===== src/bcd_pkg.sv =====
`timescale 1ns / 1ps
// ----------------------------------------------------------------------------
// bcd_pkg
// shared widths, codes and state type of the bitset character distance unit
// ----------------------------------------------------------------------------
package bcd_pkg;

    localparam int STATE_BITS = 32;
    localparam int SCORE_W    = 6;
    localparam int MAX_CHARS  = 4096;
    localparam int CNT_W      = 13;
    localparam int DSUM_W     = 18;
    localparam int SSUM_W     = 23;
    localparam int SQ_W       = 12;
    localparam int CFG_IDX_W  = 2;
    localparam int CFG_DATA_W = 13;
    localparam int TOTAL_W    = 13;
    localparam int DIST_W     = 34;
    localparam int STATUS_W   = 2;
    localparam int FRAC_BITS  = 16;
    localparam int PROD_W     = 36;
    localparam int DVD_W      = 68;
    localparam int QUO_W      = 64;
    localparam int DIVS_W     = 13;
    localparam int DIV_STEPS  = 68;
    localparam int DIV_CNT_W  = 7;
    localparam int ROOT_W     = 32;
    localparam int SQRT_STEPS = 32;
    localparam int SQRT_CNT_W = 6;
    localparam int SQRT_REM_W = 34;

    typedef logic [2:0]            metric_t;
    typedef logic [STATUS_W-1:0]   status_t;
    typedef logic [CFG_IDX_W-1:0]  cfg_idx_t;

    localparam metric_t METRIC_HAMMING    = 3'd0;
    localparam metric_t METRIC_MANHATTAN  = 3'd1;
    localparam metric_t METRIC_COMPARABLE = 3'd2;
    localparam metric_t METRIC_EUCLIDEAN  = 3'd3;
    localparam metric_t METRIC_MAXIMUM    = 3'd4;

    localparam status_t STATUS_VALID    = 2'd0;
    localparam status_t STATUS_NO_CMP   = 2'd1;
    localparam status_t STATUS_ZERO_DIV = 2'd2;

    localparam cfg_idx_t CFG_METRIC    = 2'd0;
    localparam cfg_idx_t CFG_TRANSLATE = 2'd1;
    localparam cfg_idx_t CFG_TOTAL     = 2'd2;

    typedef enum logic [2:0] {
        ST_IDLE,
        ST_SCORE,
        ST_FINAL,
        ST_MUL,
        ST_DSTART,
        ST_DIV,
        ST_SQRT,
        ST_EMIT
    } bcd_state_t;

endpackage


===== src/bcd_if.sv =====
`timescale 1ns / 1ps
// ----------------------------------------------------------------------------
// bcd_in_if / bcd_out_if
// valid/ready channels for character words and distance words
// ----------------------------------------------------------------------------
interface bcd_in_if;
    import bcd_pkg::*;

    logic                  valid;
    logic                  ready;
    logic [STATE_BITS-1:0] state_a;
    logic [STATE_BITS-1:0] state_b;
    logic                  missing_a;
    logic                  missing_b;
    logic                  ordered;
    logic                  last;

    modport source (output valid, state_a, state_b, missing_a, missing_b, ordered, last,
                    input ready);
    modport sink   (input valid, state_a, state_b, missing_a, missing_b, ordered, last,
                    output ready);
endinterface

interface bcd_out_if;
    import bcd_pkg::*;

    logic              valid;
    logic              ready;
    logic [DIST_W-1:0] distance;
    status_t           status;

    modport source (output valid, distance, status, input ready);
    modport sink   (input valid, distance, status, output ready);
endinterface


===== src/bcd_score.sv =====
`timescale 1ns / 1ps
// ----------------------------------------------------------------------------
// bcd_score
// per-character score: overlap test or shift-by-one search of the larger set
// ----------------------------------------------------------------------------
module bcd_score (
    input  logic                           clk,
    input  logic                           rst_n,
    input  logic                           start,
    input  logic [bcd_pkg::STATE_BITS-1:0] a,
    input  logic [bcd_pkg::STATE_BITS-1:0] b,
    input  logic                           ordered,
    output logic                           done,
    output logic [bcd_pkg::SCORE_W-1:0]    score
);
    import bcd_pkg::*;

    logic                  busy_reg;
    logic                  unord_reg;
    logic [STATE_BITS-1:0] big_reg;
    logic [STATE_BITS-1:0] small_reg;
    logic [SCORE_W-1:0]    k_reg;
    logic                  overlap;
    logic                  hit;

    assign overlap = |(big_reg & small_reg);
    assign hit     = unord_reg || overlap || (k_reg == SCORE_W'(STATE_BITS));
    assign done    = busy_reg && hit;
    assign score   = unord_reg ? SCORE_W'(!overlap) : k_reg;

    always_ff @(posedge clk or negedge rst_n)
    begin
        if (!rst_n)
        begin
            busy_reg <= 1'b0;
        end
        else if (start)
        begin
            busy_reg <= 1'b1;
        end
        else if (done)
        begin
            busy_reg <= 1'b0;
        end
    end

    always_ff @(posedge clk)
    begin
        if (start)
        begin
            unord_reg <= !ordered;
            k_reg     <= '0;
            if (!ordered || (a > b))
            begin
                big_reg   <= a;
                small_reg <= b;
            end
            else
            begin
                big_reg   <= b;
                small_reg <= a;
            end
        end
        else if (busy_reg && !hit)
        begin
            big_reg <= big_reg >> 1;
            k_reg   <= k_reg + SCORE_W'(1);
        end
    end

endmodule


===== src/bcd_divider.sv =====
`timescale 1ns / 1ps
// ----------------------------------------------------------------------------
// bcd_divider
// restoring divider, one quotient bit per cycle, low quotient bits kept
// ----------------------------------------------------------------------------
module bcd_divider (
    input  logic                       clk,
    input  logic                       rst_n,
    input  logic                       start,
    input  logic [bcd_pkg::DVD_W-1:0]  dividend,
    input  logic [bcd_pkg::DIVS_W-1:0] divisor,
    output logic                       done,
    output logic [bcd_pkg::QUO_W-1:0]  quotient
);
    import bcd_pkg::*;

    logic                 busy_reg;
    logic [DIV_CNT_W-1:0] cnt_reg;
    logic [DVD_W-1:0]     dvd_reg;
    logic [DIVS_W-1:0]    dvs_reg;
    logic [DIVS_W-1:0]    rem_reg;
    logic [QUO_W-1:0]     quo_reg;
    logic [DIVS_W:0]      rem_sh;
    logic [DIVS_W:0]      diff;
    logic                 qbit;

    assign rem_sh   = {rem_reg, dvd_reg[DVD_W-1]};
    assign diff     = rem_sh - {1'b0, dvs_reg};
    assign qbit     = (rem_sh >= {1'b0, dvs_reg});
    assign done     = busy_reg && (cnt_reg == '0);
    assign quotient = quo_reg;

    always_ff @(posedge clk or negedge rst_n)
    begin
        if (!rst_n)
        begin
            busy_reg <= 1'b0;
            cnt_reg  <= '0;
        end
        else if (start)
        begin
            busy_reg <= 1'b1;
            cnt_reg  <= DIV_CNT_W'(DIV_STEPS);
        end
        else if (done)
        begin
            busy_reg <= 1'b0;
        end
        else if (busy_reg)
        begin
            cnt_reg <= cnt_reg - DIV_CNT_W'(1);
        end
    end

    always_ff @(posedge clk)
    begin
        if (start)
        begin
            dvd_reg <= dividend;
            dvs_reg <= divisor;
            rem_reg <= '0;
            quo_reg <= '0;
        end
        else if (busy_reg && (cnt_reg != '0))
        begin
            dvd_reg <= dvd_reg << 1;
            rem_reg <= qbit ? diff[DIVS_W-1:0] : rem_sh[DIVS_W-1:0];
            quo_reg <= {quo_reg[QUO_W-2:0], qbit};
        end
    end

endmodule


===== src/bcd_sqrt.sv =====
`timescale 1ns / 1ps
// ----------------------------------------------------------------------------
// bcd_sqrt
// integer square root, two radicand bits per cycle
// ----------------------------------------------------------------------------
module bcd_sqrt (
    input  logic                        clk,
    input  logic                        rst_n,
    input  logic                        start,
    input  logic [bcd_pkg::QUO_W-1:0]   radicand,
    output logic                        done,
    output logic [bcd_pkg::ROOT_W-1:0]  root
);
    import bcd_pkg::*;

    logic                  busy_reg;
    logic [SQRT_CNT_W:0]   cnt_reg;
    logic [QUO_W-1:0]      rad_reg;
    logic [SQRT_REM_W-1:0] rem_reg;
    logic [ROOT_W-1:0]     root_reg;
    logic [SQRT_REM_W+1:0] rem_sh;
    logic [SQRT_REM_W+1:0] trial;
    logic                  take;

    assign rem_sh = {rem_reg, rad_reg[QUO_W-1:QUO_W-2]};
    assign trial  = {2'b00, root_reg, 2'b01};
    assign take   = (rem_sh >= trial);
    assign done   = busy_reg && (cnt_reg == '0);
    assign root   = root_reg;

    always_ff @(posedge clk or negedge rst_n)
    begin
        if (!rst_n)
        begin
            busy_reg <= 1'b0;
            cnt_reg  <= '0;
        end
        else if (start)
        begin
            busy_reg <= 1'b1;
            cnt_reg  <= (SQRT_CNT_W+1)'(SQRT_STEPS);
        end
        else if (done)
        begin
            busy_reg <= 1'b0;
        end
        else if (busy_reg)
        begin
            cnt_reg <= cnt_reg - (SQRT_CNT_W+1)'(1);
        end
    end

    always_ff @(posedge clk)
    begin
        if (start)
        begin
            rad_reg  <= radicand;
            rem_reg  <= '0;
            root_reg <= '0;
        end
        else if (busy_reg && (cnt_reg != '0))
        begin
            rad_reg  <= rad_reg << 2;
            rem_reg  <= take ? SQRT_REM_W'(rem_sh - trial) : rem_sh[SQRT_REM_W-1:0];
            root_reg <= {root_reg[ROOT_W-2:0], take};
        end
    end

endmodule


===== src/bitset_character_distance_unit.sv =====
`timescale 1ns / 1ps
// ----------------------------------------------------------------------------
// bitset_character_distance_unit
// scores character pairs, accumulates per row pair, emits one distance word
// ----------------------------------------------------------------------------
// channel   dir  word
// in_ch     in   state_a, state_b, missing_a, missing_b, ordered, last
// out_ch    out  distance (34b, 16 fraction bits), status
// cfg       in   cfg_we, cfg_index, cfg_data (metric, translate, total_chars)
//
// one word at a time: a skipped word is not scored, an unordered word gets an
// overlap test, and an ordered word gets a shift-by-one search
// a last word then runs the bit-serial divider for hamming, and the multiply,
// the divider and then the 32-step root for euclidean
// the result sits in an output register; the next word is taken meanwhile
// reset clears the sequencer, accumulators and configuration at once
// ----------------------------------------------------------------------------
module bitset_character_distance_unit (
    input  logic                          clk,
    input  logic                          rst_n,
    bcd_in_if.sink                        in_ch,
    bcd_out_if.source                     out_ch,
    input  logic                          cfg_we,
    input  logic [bcd_pkg::CFG_IDX_W-1:0] cfg_index,
    input  logic [bcd_pkg::CFG_DATA_W-1:0] cfg_data
);
    import bcd_pkg::*;

    bcd_state_t          state_reg, state_next;
    metric_t             metric_reg;
    logic                translate_reg;
    logic [TOTAL_W-1:0]  total_reg;
    logic [CNT_W-1:0]    count_reg, count_next;
    logic [DSUM_W-1:0]   dsum_reg, dsum_next;
    logic [SSUM_W-1:0]   ssum_reg, ssum_next;
    logic [SCORE_W-1:0]  max_reg, max_next;
    logic                last_reg;
    logic [DIST_W-1:0]   res_dist_reg, res_dist_next;
    status_t             res_status_reg, res_status_next;
    logic [PROD_W-1:0]   prod_reg;
    logic                out_valid_reg, out_valid_next;
    logic [DIST_W-1:0]   out_dist_reg;
    status_t             out_status_reg;

    logic                accept;
    logic                skip;
    logic                load_out;
    logic                is_euclid;
    logic                score_start, score_done;
    logic [SCORE_W-1:0]  score;
    logic [SQ_W-1:0]     score_sq;
    logic                div_start, div_done;
    logic [DVD_W-1:0]    div_dividend;
    logic [DIVS_W-1:0]   div_divisor;
    logic [QUO_W-1:0]    quotient;
    logic                sqrt_start, sqrt_done;
    logic [ROOT_W-1:0]   root;

    assign in_ch.ready     = (state_reg == ST_IDLE);
    assign accept          = in_ch.valid && in_ch.ready;
    assign skip            = in_ch.missing_a || in_ch.missing_b
                             || (count_reg >= CNT_W'(MAX_CHARS));
    assign score_start     = accept && !skip;
    assign is_euclid       = (metric_reg == METRIC_EUCLIDEAN);
    assign score_sq        = SQ_W'(score) * SQ_W'(score);

    assign out_ch.valid    = out_valid_reg;
    assign out_ch.distance = out_dist_reg;
    assign out_ch.status   = out_status_reg;

    assign div_dividend = is_euclid ? {prod_reg, 32'b0}
                                    : DVD_W'({dsum_reg, {FRAC_BITS{1'b0}}});
    assign div_divisor  = (!is_euclid && translate_reg) ? (count_reg - CNT_W'(1))
                                                        : count_reg;

    bcd_score u_score (
        .clk     (clk),
        .rst_n   (rst_n),
        .start   (score_start),
        .a       (in_ch.state_a),
        .b       (in_ch.state_b),
        .ordered (in_ch.ordered),
        .done    (score_done),
        .score   (score)
    );

    bcd_divider u_div (
        .clk      (clk),
        .rst_n    (rst_n),
        .start    (div_start),
        .dividend (div_dividend),
        .divisor  (div_divisor),
        .done     (div_done),
        .quotient (quotient)
    );

    bcd_sqrt u_sqrt (
        .clk      (clk),
        .rst_n    (rst_n),
        .start    (sqrt_start),
        .radicand (quotient),
        .done     (sqrt_done),
        .root     (root)
    );

    always_comb
    begin
        state_next      = state_reg;
        count_next      = count_reg;
        dsum_next       = dsum_reg;
        ssum_next       = ssum_reg;
        max_next        = max_reg;
        res_dist_next   = res_dist_reg;
        res_status_next = res_status_reg;
        out_valid_next  = out_valid_reg && !out_ch.ready;
        load_out        = 1'b0;
        div_start       = 1'b0;
        sqrt_start      = 1'b0;

        unique case (state_reg)
            ST_IDLE:
            begin
                if (accept)
                begin
                    if (!skip)
                    begin
                        state_next = ST_SCORE;
                    end
                    else if (in_ch.last)
                    begin
                        state_next = ST_FINAL;
                    end
                end
            end
            ST_SCORE:
            begin
                if (score_done)
                begin
                    count_next = count_reg + CNT_W'(1);
                    dsum_next  = dsum_reg + DSUM_W'(score);
                    ssum_next  = ssum_reg + SSUM_W'(score_sq);
                    if (score > max_reg)
                    begin
                        max_next = score;
                    end
                    state_next = last_reg ? ST_FINAL : ST_IDLE;
                end
            end
            ST_FINAL:
            begin
                res_dist_next   = '0;
                res_status_next = STATUS_VALID;
                state_next      = ST_EMIT;
                if (count_reg == '0)
                begin
                    res_status_next = STATUS_NO_CMP;
                end
                else
                begin
                    unique case (metric_reg)
                        METRIC_HAMMING:
                        begin
                            if (translate_reg && (count_reg == CNT_W'(1)))
                            begin
                                res_status_next = STATUS_ZERO_DIV;
                            end
                            else
                            begin
                                state_next = ST_DSTART;
                            end
                        end
                        METRIC_MANHATTAN:
                        begin
                            res_dist_next = {dsum_reg, {FRAC_BITS{1'b0}}};
                        end
                        METRIC_COMPARABLE:
                        begin
                            res_dist_next = DIST_W'({count_reg, {FRAC_BITS{1'b0}}});
                        end
                        METRIC_EUCLIDEAN:
                        begin
                            state_next = ST_MUL;
                        end
                        METRIC_MAXIMUM:
                        begin
                            res_dist_next = DIST_W'({max_reg, {FRAC_BITS{1'b0}}});
                        end
                        default:
                        begin
                            res_dist_next = '0;
                        end
                    endcase
                end
            end
            ST_MUL:
            begin
                state_next = ST_DSTART;
            end
            ST_DSTART:
            begin
                div_start  = 1'b1;
                state_next = ST_DIV;
            end
            ST_DIV:
            begin
                if (div_done)
                begin
                    if (is_euclid)
                    begin
                        sqrt_start = 1'b1;
                        state_next = ST_SQRT;
                    end
                    else
                    begin
                        res_dist_next = quotient[DIST_W-1:0];
                        state_next    = ST_EMIT;
                    end
                end
            end
            ST_SQRT:
            begin
                if (sqrt_done)
                begin
                    res_dist_next = DIST_W'(root);
                    state_next    = ST_EMIT;
                end
            end
            ST_EMIT:
            begin
                if (!out_valid_reg || out_ch.ready)
                begin
                    load_out       = 1'b1;
                    out_valid_next = 1'b1;
                    count_next     = '0;
                    dsum_next      = '0;
                    ssum_next      = '0;
                    max_next       = '0;
                    state_next     = ST_IDLE;
                end
            end
            default:
            begin
                state_next = ST_IDLE;
            end
        endcase
    end

    always_ff @(posedge clk or negedge rst_n)
    begin
        if (!rst_n)
        begin
            state_reg     <= ST_IDLE;
            count_reg     <= '0;
            dsum_reg      <= '0;
            ssum_reg      <= '0;
            max_reg       <= '0;
            out_valid_reg <= 1'b0;
        end
        else
        begin
            state_reg     <= state_next;
            count_reg     <= count_next;
            dsum_reg      <= dsum_next;
            ssum_reg      <= ssum_next;
            max_reg       <= max_next;
            out_valid_reg <= out_valid_next;
        end
    end

    always_ff @(posedge clk or negedge rst_n)
    begin
        if (!rst_n)
        begin
            metric_reg    <= METRIC_HAMMING;
            translate_reg <= 1'b0;
            total_reg     <= TOTAL_W'(MAX_CHARS);
        end
        else if (cfg_we)
        begin
            unique case (cfg_index)
                CFG_METRIC:    metric_reg    <= metric_t'(cfg_data[2:0]);
                CFG_TRANSLATE: translate_reg <= cfg_data[0];
                CFG_TOTAL:     total_reg     <= cfg_data[TOTAL_W-1:0];
                default:       ;
            endcase
        end
    end

    always_ff @(posedge clk)
    begin
        if (accept)
        begin
            last_reg <= in_ch.last;
        end
        if (state_reg == ST_MUL)
        begin
            prod_reg <= PROD_W'(ssum_reg) * PROD_W'(total_reg);
        end
        res_dist_reg   <= res_dist_next;
        res_status_reg <= res_status_next;
        if (load_out)
        begin
            out_dist_reg   <= res_dist_reg;
            out_status_reg <= res_status_reg;
        end
    end

endmodule


===== src/flat_wrapper.sv =====
// flat-port wrapper written by rule: the top's interface ports become plain ports
module bitset_character_distance_unit_flat import bcd_pkg::*;
  (clk, rst_n, cfg_we, cfg_index, cfg_data, in_ch_valid, in_ch_state_a, in_ch_state_b, in_ch_missing_a, in_ch_missing_b, in_ch_ordered, in_ch_last, in_ch_ready, out_ch_valid, out_ch_distance, out_ch_status, out_ch_ready);
  bcd_in_if in_ch_i ();
  bcd_out_if out_ch_i ();
  input  logic clk;
  input  logic rst_n;
  input  logic cfg_we;
  input  logic [bcd_pkg::CFG_IDX_W-1:0] cfg_index;
  input  logic [bcd_pkg::CFG_DATA_W-1:0] cfg_data;
  input wire logic [$bits(in_ch_i.valid)-1:0] in_ch_valid;
  input wire logic [$bits(in_ch_i.state_a)-1:0] in_ch_state_a;
  input wire logic [$bits(in_ch_i.state_b)-1:0] in_ch_state_b;
  input wire logic [$bits(in_ch_i.missing_a)-1:0] in_ch_missing_a;
  input wire logic [$bits(in_ch_i.missing_b)-1:0] in_ch_missing_b;
  input wire logic [$bits(in_ch_i.ordered)-1:0] in_ch_ordered;
  input wire logic [$bits(in_ch_i.last)-1:0] in_ch_last;
  output wire logic [$bits(in_ch_i.ready)-1:0] in_ch_ready;
  output wire logic [$bits(out_ch_i.valid)-1:0] out_ch_valid;
  output wire logic [$bits(out_ch_i.distance)-1:0] out_ch_distance;
  output wire logic [$bits(out_ch_i.status)-1:0] out_ch_status;
  input wire logic [$bits(out_ch_i.ready)-1:0] out_ch_ready;
  assign in_ch_i.valid = in_ch_valid;
  assign in_ch_i.state_a = in_ch_state_a;
  assign in_ch_i.state_b = in_ch_state_b;
  assign in_ch_i.missing_a = in_ch_missing_a;
  assign in_ch_i.missing_b = in_ch_missing_b;
  assign in_ch_i.ordered = in_ch_ordered;
  assign in_ch_i.last = in_ch_last;
  assign in_ch_ready = in_ch_i.ready;
  assign out_ch_valid = out_ch_i.valid;
  assign out_ch_distance = out_ch_i.distance;
  assign out_ch_status = out_ch_i.status;
  assign out_ch_i.ready = out_ch_ready;
  bitset_character_distance_unit u_core (.clk(clk), .rst_n(rst_n), .in_ch(in_ch_i), .out_ch(out_ch_i), .cfg_we(cfg_we), .cfg_index(cfg_index), .cfg_data(cfg_data));
endmodule

===== config.mk =====
export PLATFORM = sky130hd
export DESIGN_NAME = bitset_character_distance_unit_flat
export DESIGN_NICKNAME = d
export VERILOG_FILES = /design/src/bcd_pkg.sv /design/src/bcd_if.sv /design/src/bcd_score.sv /design/src/bcd_divider.sv /design/src/bcd_sqrt.sv /design/src/bitset_character_distance_unit.sv /design/src/flat_wrapper.sv
export SDC_FILE = /design/constraint.sdc
export NUM_CORES = 2
export LEC_CHECK = 0
export ABC_AREA = 1
export BUFFER_PORTS_ARGS = -buffer_cell sky130_fd_sc_hd__buf_2
export CAP_MARGIN = 40
export CORE_MARGIN = 5
export CORE_UTILIZATION = 45
export DETAILED_ROUTE_END_ITERATION = 8
export SYNTH_ARGS = -nofsm -noshare
export SYNTH_HDL_FRONTEND = slang
export SYNTH_SLANG_ARGS = --single-unit
export TNS_END_PERCENT = 50

===== constraint.sdc =====
create_clock -name clk -period 7.44 [get_ports clk]
set_input_delay 1.116 -clock clk [delete_from_list [all_inputs] [get_ports clk]]
set_output_delay 1.116 -clock clk [all_outputs]
set_load 0.02 [all_outputs]

== Word-level counts from Yosys, hierarchy flattened ==
Cells that the tools add are included.
Widths: inputs -> output; s select.

* Add/subtract/negate cells: 9
* Multipliers: 2
* $lt $le $gt $ge: 5
* Eq/ne operators: 25
* Muxes and demuxes: 67
* Bitwise gates (word level): 2
* Reduce and logical (&&, ||, !) cells: 53

{| class="wikitable"
|+ Operators with widths
! kind !! count
|-
| $mux 68 || 3
|-
| $pmux 34 s3 || 2
|-
| $mux 34 || 5
|-
| $mux 32 || 4
|-
| $mux 64 || 2
|-
| $mux 13 || 4
|-
| $mux 23 || 2
|-
| $pmux 23 s2 || 1
|-
| $mux 7 || 6
|-
| $ge 36x34->1 || 1
|-
| $mul 23x13->36 || 1
|-
| $mux 18 || 2
|-
| $pmux 18 s2 || 1
|-
| $sub 34x34->34 || 1
|-
| $and 32x32->32 || 1
|-
| $gt 32x32->1 || 1
|-
| $reduce_or 32->1 || 1
|-
| $pmux 13 s2 || 1
|-
| $mux 3 || 8
|-
| $mux 6 || 4
|-
| $pmux 3 s8 || 1
|-
| $add 23x12->23 || 1
|-
| $add 18x6->18 || 1
|-
| $reduce_bool 2->1 || 9
|-
| 38 further kinds || 100
|}

* Register bits: 566
* Bits of input ports: 88
* Output and inout bits: 38

== Longest topological paths before layout ==
* Depth in word-level cells: 8
* Depth in mapped cells: 25
* Depth with buffers taken out: 24

== Modules after synthesis ==
From an unflattened synthesis, not the netlist that was laid out.

* Cell total of the unflattened synthesis: 5184
* Area, all modules: 40566.4 sq um

{| class="wikitable"
|+ Modules (own cells, without submodules)
! module !! instances !! cells each !! area an instance (sq um)
|-
| bitset_character_distance_unit || 1 || 2666 || 20763.7
|-
| bcd_sqrt || 1 || 1144 || 8117.8
|-
| bcd_divider || 1 || 787 || 7060.5
|-
| bcd_score || 1 || 587 || 4624.4
|}

== Worst setup path after synthesis ==
Ideal clock, no wire load.

* Path kind: reg2reg
* Start point: reg u_core.ssum_reg[16]
* End point: reg u_core.prod_reg[35], data pin
* Library setup time: 0.252 ns
* Data arrival time: 4.911 ns
* Setup slack: 2.276 ns
* Stages on the path, launching flop included: 20
* Buffers on the path: 2
* Path through: dfrtp_1 clkbuf_1 buf_1 nand2_1 fa_1 fa_1 inv_1 fa_1 fa_1 fa_1 ha_1 a21o_1 a31oi_1 nor2_1 nor2_1 nor2_1 a211oi_1 nand2_1 nand2_1 nand2_1

* Word-level cells in the longest chain between the ends: 1

{| class="wikitable"
|+ RTL lines
! what !! RTL line !! text
|-
| from (decl) || bitset_character_distance_unit.sv:35 || <nowiki>logic [SSUM_W-1:0] ssum_reg, ssum_next;</nowiki>
|-
| from (signal assigned) || bitset_character_distance_unit.sv:264 || <nowiki>ssum_reg <= ssum_next;</nowiki>
|-
| $mul 23x13->36 || bitset_character_distance_unit.sv:297 || <nowiki>prod_reg <= PROD_W'(ssum_reg) * PROD_W'(total_reg);</nowiki>
|-
| to (signal assigned) || bitset_character_distance_unit.sv:297 ||
|-
| to (decl) || bitset_character_distance_unit.sv:40 || <nowiki>logic [PROD_W-1:0] prod_reg;</nowiki>
|}

No other way between the ends.
A chain may end at the register's enable or synchronous reset.

== Worst setup path after layout ==
* Start point: reg u_core.total_reg[11]
* End point: reg u_core.prod_reg[34], data pin

* Word-level cells in the longest chain between the ends: 1

{| class="wikitable"
|+ RTL lines
! what !! RTL line !! text
|-
| from (decl) || bitset_character_distance_unit.sv:32 || <nowiki>logic [TOTAL_W-1:0] total_reg;</nowiki>
|-
| from (signal assigned) || bitset_character_distance_unit.sv:276 || <nowiki>total_reg <= TOTAL_W'(MAX_CHARS);</nowiki>
|-
| from (signal assigned) || bitset_character_distance_unit.sv:283 || <nowiki>CFG_TOTAL: total_reg <= cfg_data[TOTAL_W-1:0];</nowiki>
|-
| $mul 23x13->36 || bitset_character_distance_unit.sv:297 ||
|}

No other way between the ends.

==> results.cfg <==
[setup_path]
cp-start-kind = register
critPathRequiredTime_ns = 7.82
cp_max_fo = 24
rr_worst_depth = 19
crit_type = reg -> reg
cp-startpoint = u_core.total_reg[11]
rr_startpoint = u_core.total_reg[11]
cp-end-kind = register
critPathArrivalTime_ns = 6.14

[final_layout]
stdcell_count = 5947
nNetsFinal = 5287
fillCellCount = 8357
syn_to_final_growth_pct = 9.68
final_area_sq_um = 42300
drive_gt1_frac = 0.0710

[job]
max_cap_violations = 0

[global_routing]
overflow = 0
grt_max_degree = 94
grt_pass1_wl_mm = 156
track_usage = 0.208
grt_pass1_vias = 29886
antenna_found_initial = 1

[clock_network]
clockRootBuffer = clkbuf_16
cts_made_buffers = 60
clock_sink_count = 550
ctsResizeCount = 0
htree_levels = 2
path_clk_slew_ns = 0.06
postCtsHoldBufs = 0
cts_buffer_depth = 3
cts_setup_buffers = 0
clock_latency_ns = 0.63
cts_tree = yes

[routing]
via_per_inst = 5.08
drc = 0
routed_wirelength_mm = 95.3
antenna_left = 0
drtPass1Iterations = 5
drt_iter0_markers = 1708
vias = 30239
avgRoutedWirePerCell_um = 16.0

[synth]
synthCells = 4706
synth_seq_area_share = 0.377
synth_area_leaders = edfxtp_1 (24%), fa_1 (13%), nand2_1 (13%)
ys_ff_latch = 550
synth_cell_types = 58
synth_area_leader_cell = edfxtp_1
synth_edf_count = 303
synth.cell_area_sq_um = 38500
synth_ff_type = edfxtp_1
async_flop_share = 0.178
synth_warnings = 0
ys_top_cells_by_count = nand2_1 (1,325), inv_1 (846), edfxtp_1 (303)
syn_nets = 5242
yosysTopAreaCellShare = 0.236
synth_most_common_cell = nand2_1
avgSynthCellArea_sq_um = 8.19

[power_and_ir_drop]
p_leak_nw = 20.9
power.total_mw = 12.3
seqPwrFrac = 0.359
p_comb_frac = 0.395
ir_drop_v = 0.000201
p_clk_frac = 0.247
power.density_nw_per_um2 = 292
p_switching_mw = 4.94
switching_share = 0.400
internal_power_mw = 7.40

[sta]
finalHoldViolCount = 0
rsz0062_at_grt = no
maxSlewHeadroom = 0.389
fin_setup_tns_ns = 0
period_share = 0.775
worst_pin_slew_ns = 0.916
setup_viol = 0
finalWorstSetupSlack_ns = 1.67
period_minus_slack_ns = 5.77
finalClockSkew_ns = 0.0147
slew_viol_final = 0
clock.fmax_mhz = 173

[place]
gp_congestion = 0.916
place_ws_ns = 1.71
dp.cells = 5833
numPortBuffers = 125
hpwl_mm = 72.1
place_area_sq_um = 40200

[hold_path]
min_from = u_core.res_dist_reg[3]
holdPathStages = 0
hp-class = reg -> reg

[floorplan]
die_area_sq_um = 91600
pin_count = 126
rows = 107
die_w_um = 303
coreArea_sq_um = 85100
fp.dieH_um = 303
initial_core_util = 0.453

[run_status]
status = completed
-- through the flow --
stage | hold WS, ns | util
after floorplan | 0.400 | -
after detailed placement | 0.405 | 0.472
final | 0.418 | 0.496
after CTS | 0.417 | 0.496
after global placement | 0.400 | 0.469
after global routing | 0.426 | 0.496
-- cell usage in the layout, fill, tap and decap left out, types with 10 or more instances in the layout --
cell / count
ha_1: 199
o221ai_1: 23
nand3_1: 287
clkinv_2: 11
nand2_1: 1325
o211ai_1: 10
o22ai_1: 122
mux2_2: 10
dfxtp_1: 149
nor2_1: 231
xnor2_1: 22
a21o_1: 11
dfrtp_1: 97
fa_1: 249
inv_1: 846
o21ai_1: 79
inv_2: 14
edfxtp_1: 303
buf_4: 22
a31oi_1: 11
clkbuf_8: 10
xor2_1: 65
nand4_1: 35
nor3_1: 44
a21oi_1: 113
or2_2: 14
buf_2: 124
o21ai_0: 173
clkbuf_16: 66
-- logic make-up after synthesis --
kind of cell    share of synthesized area
mux                               0.00318
flops                               0.377
fa+ha+maj                           0.194
xor+xnor                           0.0198
buf+inv                             0.107
compound gates                     0.0847
simple gates                        0.214
-- worst paths after layout --
path	end	slack, ns
worst max-delay path	u_core.prod_reg[34]	1.67
worst min-delay path	u_core.out_ch.distance[3]	0.42
worst max register to register	u_core.prod_reg[34]	1.67
worst min register to register	u_core.out_ch.distance[3]	0.42
max in group asynchronous	u_core.u_div.cnt_reg[6]	6.03
min in group asynchronous	u_core.ssum_reg[9]	0.44
-- power groups by stage --
stage	combinational (mW)	clock [mW]	sequential (mW)
after floorplan	3.67	0	4.30
after global placement	4.72	0	4.52
after detailed placement	4.90	0	4.48
after CTS	4.92	3.13	4.43
after global routing	5.56	3.25	4.49
final	4.87	3.04	4.43
-- area by class of cell --
class / instances / area, sq um / area share
multi-input combinational: 3112 / 19900 / 0.471
sequential: 550 / 14500 / 0.344
inverter: 866 / 3260 / 0.0770
clock buffer: 85 / 1820 / 0.0431
tap: 1144 / 1430 / 0.0339
timing repair buffer: 161 / 1080 / 0.0255
clock inverter: 28 / 226 / 0.00536
antenna: 1 / 2.50 / 0.0000592
-- worst max-delay path, cell delays in order, from the launching register on --
cell and delay [ns]:
dfrtp_1 0.90, nand2_1 0.16, fa_1 0.55, inv_1 0.06, fa_1 0.53, inv_1 0.06
fa_1 0.51, fa_1 0.52, fa_1 0.56, inv_1 0.05, ha_1 0.36, inv_1 0.12
o21bai_1 0.09, a31oi_1 0.18, o21ai_0 0.17, a21oi_1 0.32, nand3b_1 0.18, nand2_1 0.06
nand2_1 0.07, nand2_1 0.04
-- metal layers --
layer | GRT usage | routed length, um | vias to the layer above
met5 | 0 | 0 | -
li1 | - | - | 15060
met4 | 0.0550 | 2360 | 0
met2 | 0.356 | 46100 | 595
met1 | 0.285 | 43000 | 14445
met3 | 0.0210 | 3840 | 139
No activity file was read; power rests on OpenSTA's default activity.
